$ cat src/sv/sbrc_ram.sv
// Generic single-write, single-read RAM with registered read data.
// Read of an address written at the same edge returns the old contents.
`default_nettype none

module sbrc_ram #(
    parameter int WIDTH = 8,
    parameter int DEPTH = 256
) (
    input  wire logic                     clk,
    input  wire logic                     we,
    input  wire logic [$clog2(DEPTH)-1:0] waddr,
    input  wire logic [WIDTH-1:0]         wdata,
    input  wire logic                     re,
    input  wire logic [$clog2(DEPTH)-1:0] raddr,
    output logic      [WIDTH-1:0]         rdata
);

    logic [WIDTH-1:0] mem [DEPTH];

    always_ff @(posedge clk)
    begin
        if (we)
        begin
            mem[waddr] <= wdata;
        end
        if (re)
        begin
            rdata <= mem[raddr];
        end
    end

endmodule

`default_nettype wire

$ cat config.mk
export PLATFORM = sky130hd
export DESIGN_NAME = sbrc_ram
export DESIGN_NICKNAME = d
export VERILOG_FILES = /design/src/sv/sbrc_ram.sv
export SDC_FILE = /design/constraint.sdc
export NUM_CORES = 2
export LEC_CHECK = 0
export BUFFER_PORTS_ARGS = -buffer_cell sky130_fd_sc_hd__buf_4
export CAP_MARGIN = 0
export CORE_MARGIN = 4
export CORE_UTILIZATION = 26
export DETAILED_ROUTE_END_ITERATION = 12
export HOLD_SLACK_MARGIN = 0.02
export PLACE_DENSITY = 0.45
export REMOVE_ABC_BUFFERS = 1
export SKIP_CTS_REPAIR_TIMING = 1
export SYNTH_ARGS = -nofsm -noshare
export SYNTH_HDL_FRONTEND = slang
export SYNTH_SLANG_ARGS = --single-unit
$ cat constraint.sdc
create_clock -name clk -period 2.2 [get_ports clk]
set_input_delay 0.22 -clock clk [delete_from_list [all_inputs] [get_ports clk]]
set_output_delay 0.22 -clock clk [all_outputs]
set_load 0.03 [all_outputs]
---- Word-level counts from Yosys, hierarchy flattened ----
Memory sizes are Yosys's and may differ from the RTL's. A register that Yosys moved wholly into a read port is not among the register bits.
Index checks and enable logic that the tools add are counted.
word-level totals
  register bits ........................... 0
  bits in read-only memories .............. 0
  output and inout port bits .............. 8
  input port bits ......................... 27
  memories kept ........................... 1
  RAM bits ................................ 2048
  logic and storage cells ................. 3
  latch bits .............................. 0
memory list
  name  words  bits a word  read ports  clocked after Yosys merged registers in  wr ports  line  RTL
  mem   256    8            1           1                                        1         18    logic [WIDTH-1:0] mem [DEPTH];
cells by class
  bitwise operators ....................... 0
  $lt $le $gt $ge ......................... 0
  mux-type cells .......................... 2
  add/subtract/negate cells ............... 0
  divide/modulo/power cells ............... 0
  equal/unequal tests ..................... 0
  reduce and logical (&&, ||, !) cells .... 0
  shift-type cells ........................ 0
  multiply operators ...................... 0
operators by type and width
  operator           count
  two-way mux 1 bit  2

---- Logic depth before layout (Yosys ltp) ----
  depth after elaboration ................. 2
  mapped depth ............................ 11
  mapped depth without buffers ............ 6

---- Worst setup path before layout ----
Ideal clock, no wire load.
  path kind ............................... input to register
  from .................................... in raddr[0]
  to ...................................... reg rdata[2] (read register of mem), data pin
  data required time ...................... 1.931 ns
  library setup time ...................... 0.269 ns
  slack ................................... -0.096 ns
  path buffers ............................ 4
  stages on the path ...................... 9
  arrival ................................. 2.027 ns
  path through ............................ buf_6 -> buf_12 -> buf_8 -> buf_2 -> mux4_2 -> a22oi_1 -> a21oi_1 -> nor4_1 -> nor4_2
RTL lines
  element      line  RTL
  from (decl)  14    input wire logic [$clog2(DEPTH)-1:0] raddr,
  to (decl)    15    output logic [WIDTH-1:0] rdata

==> results.md <==
- GRT Util Overall: 14.6%
- Largest net degree at the start of global routing: 83
- Worst VDD drop: 678 µV
- Tmin final: 2.43 ns
- Synth Instances: 3733
- Clk_lat worst skew: 0.84 ns
- Sum Neg Setup Slack: -1.11 ns
- Initial cell density of the core: approximately a quarter
- Clock power share: 43.0%
- Total number of yosys warnings: 0
- Synth-to-Final Area Change: 23.6%
- Reg2Reg Depth: 7
- Clock-pin transition on the worst setup and hold timing paths: 0.07 ns
- Die height: 561 µm
- Via/cell ratio: 4.63
- Combinational share of power: 5.9%
- Sequential fraction of the synthesis area: between 70 and 80%
- Placer congestion estimate: 0.797
- Final #Nets: approximately 4600
- Core area: 0.304 mm²
- Initial antenna violation count: 20
- TritonCTS clock tree: yes
- Slew Limit Fails: 0
- Most frequent cells in the layout: 2056 x edfxtp_1, 698 x buf_4, 454 x mux4_2
- Area of the mapped netlist: 0.0796 mm²
- Full die area: 0.315 mm²
- Element type at the critical path end: flip-flop
- Via count: approximately 40000
- Final Hold Viols: 0
- Unique masters post-synth: 54
- I/O pins: 35
- Post-synth ARST share: 0%
- Period utilization: 110%
- # Max-Cap Violations: 0
- Leakage: 31.5 nW
- Congestion Overflow GR: 0
- Worst slew margin: between 40% and 50%
- First-pass GRT wire length: ~330000 µm
- Clock root buffer: clkbuf_16
- Setup Skew: 0.0378 ns
- FMAX: 412 MHz
- Post-synth EDFFs: 2056
- Setup violations, final: 8
- Hold Path Class: input pin to flip-flop
- Switching share of power: 21.6%
- Switching Power: between 15 and 20 mW
- Row cnt: 202
- Seq cells post-synth: between 2000 and 2500
- Worst-margin pin slew: about 0.9 ns
- Cell taking the most area after synthesis: edfxtp_1
- Proportion of layout cells with a drive suffix above 1: 35.2%
- Sequential fraction of design power: 51.1%
- Setup CP Type: flip-flop to flip-flop
- PortBufs: 34
- Crit-path max FO: 1
- Max Root-Sink Buffers: 3
- Hold path depth: 4
- Commonest non-fill, non-tap cell in the layout: edfxtp_1
- PwrDens: 860 mW/mm²
- Crit path DAT: around 3.0 ns
- Initial DRC count: 3523
- Non-Filler Instances: between 8000 and 9000
- ANT nets after route: 0
- Internal power: about 66 mW
- Drt first pass iters: 5
- Avg Cell Area, Syn: 21.3 µm²
- Number of cells after detailed placement: 8400
- Failing checks: negative setup slack
- Critical Path Source Type: flip-flop
- Vias in the first global route: 42400
- Synth top area cells: edfxtp_1 78%, mux4_2 13%, mux2i_1 1.7%
- RSZ-0062 raised after global routing: yes
- Final HPWL DP: 154000 µm
- Total power draw: about 85 mW
- Share of the synthesized area in the top cell type: between 70 and 80%
- Outcome: complete, but fails checks
- Setup WS post-layout: -0.225 ns
- CP required: 2.78 ns
- CTS Buf Count: around 220
- WL/cell: about 26 µm
- Die Span X: 561 µm
- Top_reg_cell synth: edfxtp_1
- H-tree levels: 4
- Post-route DRC: 0
- Total Wirelength: 233000 µm
- CTS sink cnt: 2056
## worst paths after layout
path                         startpoint               endpoint  slack (ns)
setup / recovery  mem[138][1]$_DFFE_PP_     rdata[1]$_DFFE_PP_       -0.23
hold / removal                 waddr[1]  mem[167][1]$_DFFE_PP_        0.08
setup reg to reg  mem[138][1]$_DFFE_PP_     rdata[1]$_DFFE_PP_       -0.23
hold reg to reg    mem[40][3]$_DFFE_PP_     rdata[3]$_DFFE_PP_        1.21
## power groups by stage
stage | Sequential (mW) | Combinational (mW) | Clock [mW]
detailed placement | 44.1 | 5.03 | 0
finish | 43.3 | 5.00 | 36.4
CTS | 43.3 | 5.04 | 37.3
floorplan | 44.1 | 1.52 | 0
global route | 43.3 | 5.31 | 39.1
global placement | 44.1 | 5.00 | 0
## worst max-delay path, cell delays in order (launching register included)
cell       delay, ns
edfxtp_1        0.36
mux4_2          0.55
mux4_2          0.50
nor2_2          0.10
a2111oi_1       0.06
nor3_2          0.33
buf_4           0.21
nor4_1          0.05
## flip-flops by register name (all words and copies together), names as in the netlist
| name | count |
|---|---|
| mem | 2048 |
| rdata | 8 |
## cell families after synthesis
group | after synthesis | share of synthesized area [%]
AO/OA/AOI/OAI | 385 | 3.42
buffers and inverters | 235 | 1.83
multiplexers | 591 | 14.6
AND/OR/NAND/NOR | 466 | 2.63
flip-flops | 2056 | 77.5
## cell usage after synthesis, drive strengths merged (4+ instances only)
master and number:
edfxtp 2056, mux4 456, nor2 282, mux2i 134
a22oi 133, buf 122, clkbuf 111, a21oi 96
o221ai 47, nand3 34, nand2 33, nor2b 31
o22ai 28, nor4 27, nor3 22, a211oi 16
a221oi 14, o21ai 12, nand4 10, o211ai 10
a22o 8, nand2b 8, and2 6, a2111oi 5
o22a 5, o32ai 5, or2 4
## final cells by class
cell class | instances | area, µm²
fillers | 29100 | 205000
multi-input cells | 1442 | 16800
diodes | 7 | 17.5
flip-flops and latches | 2056 | 61700
inverters | 2 | 7.51
clock buffers | 261 | 5740
repair buffers | 826 | 7650
clock inverters | 141 | 1290
well taps | 4080 | 5100
## routing by layer
layer / up-vias / global-route usage [%] / share of wire, %
li1: 17400 / - / -
met1: 22000 / 20.1 / 44
met2: 1105 / 23.8 / 48
met3: 316 / 2.27 / 5.2
met4: 6 / 4.14 / 2.9
met5: - / 0 / 0.021
## through the flow
stage / util [%] / hold WS [ns] / instance area (µm²) / worst slack (ns)
3_3_place_gp: 29.9 / 0.560 / 90900 / -2.02
6_report: 32.4 / 0.0784 / 98400 / -0.225
3_5_place_dp: 29.9 / 0.570 / 91000 / -1.39
4_1_cts: 32.3 / -0.351 / 98000 / -0.721
5_1_grt: 32.4 / 0.0745 / 98400 / -0.287
2_1_floorplan: - / 0.319 / 78200 / -0.513
Power figures use the tool's default switching activity.
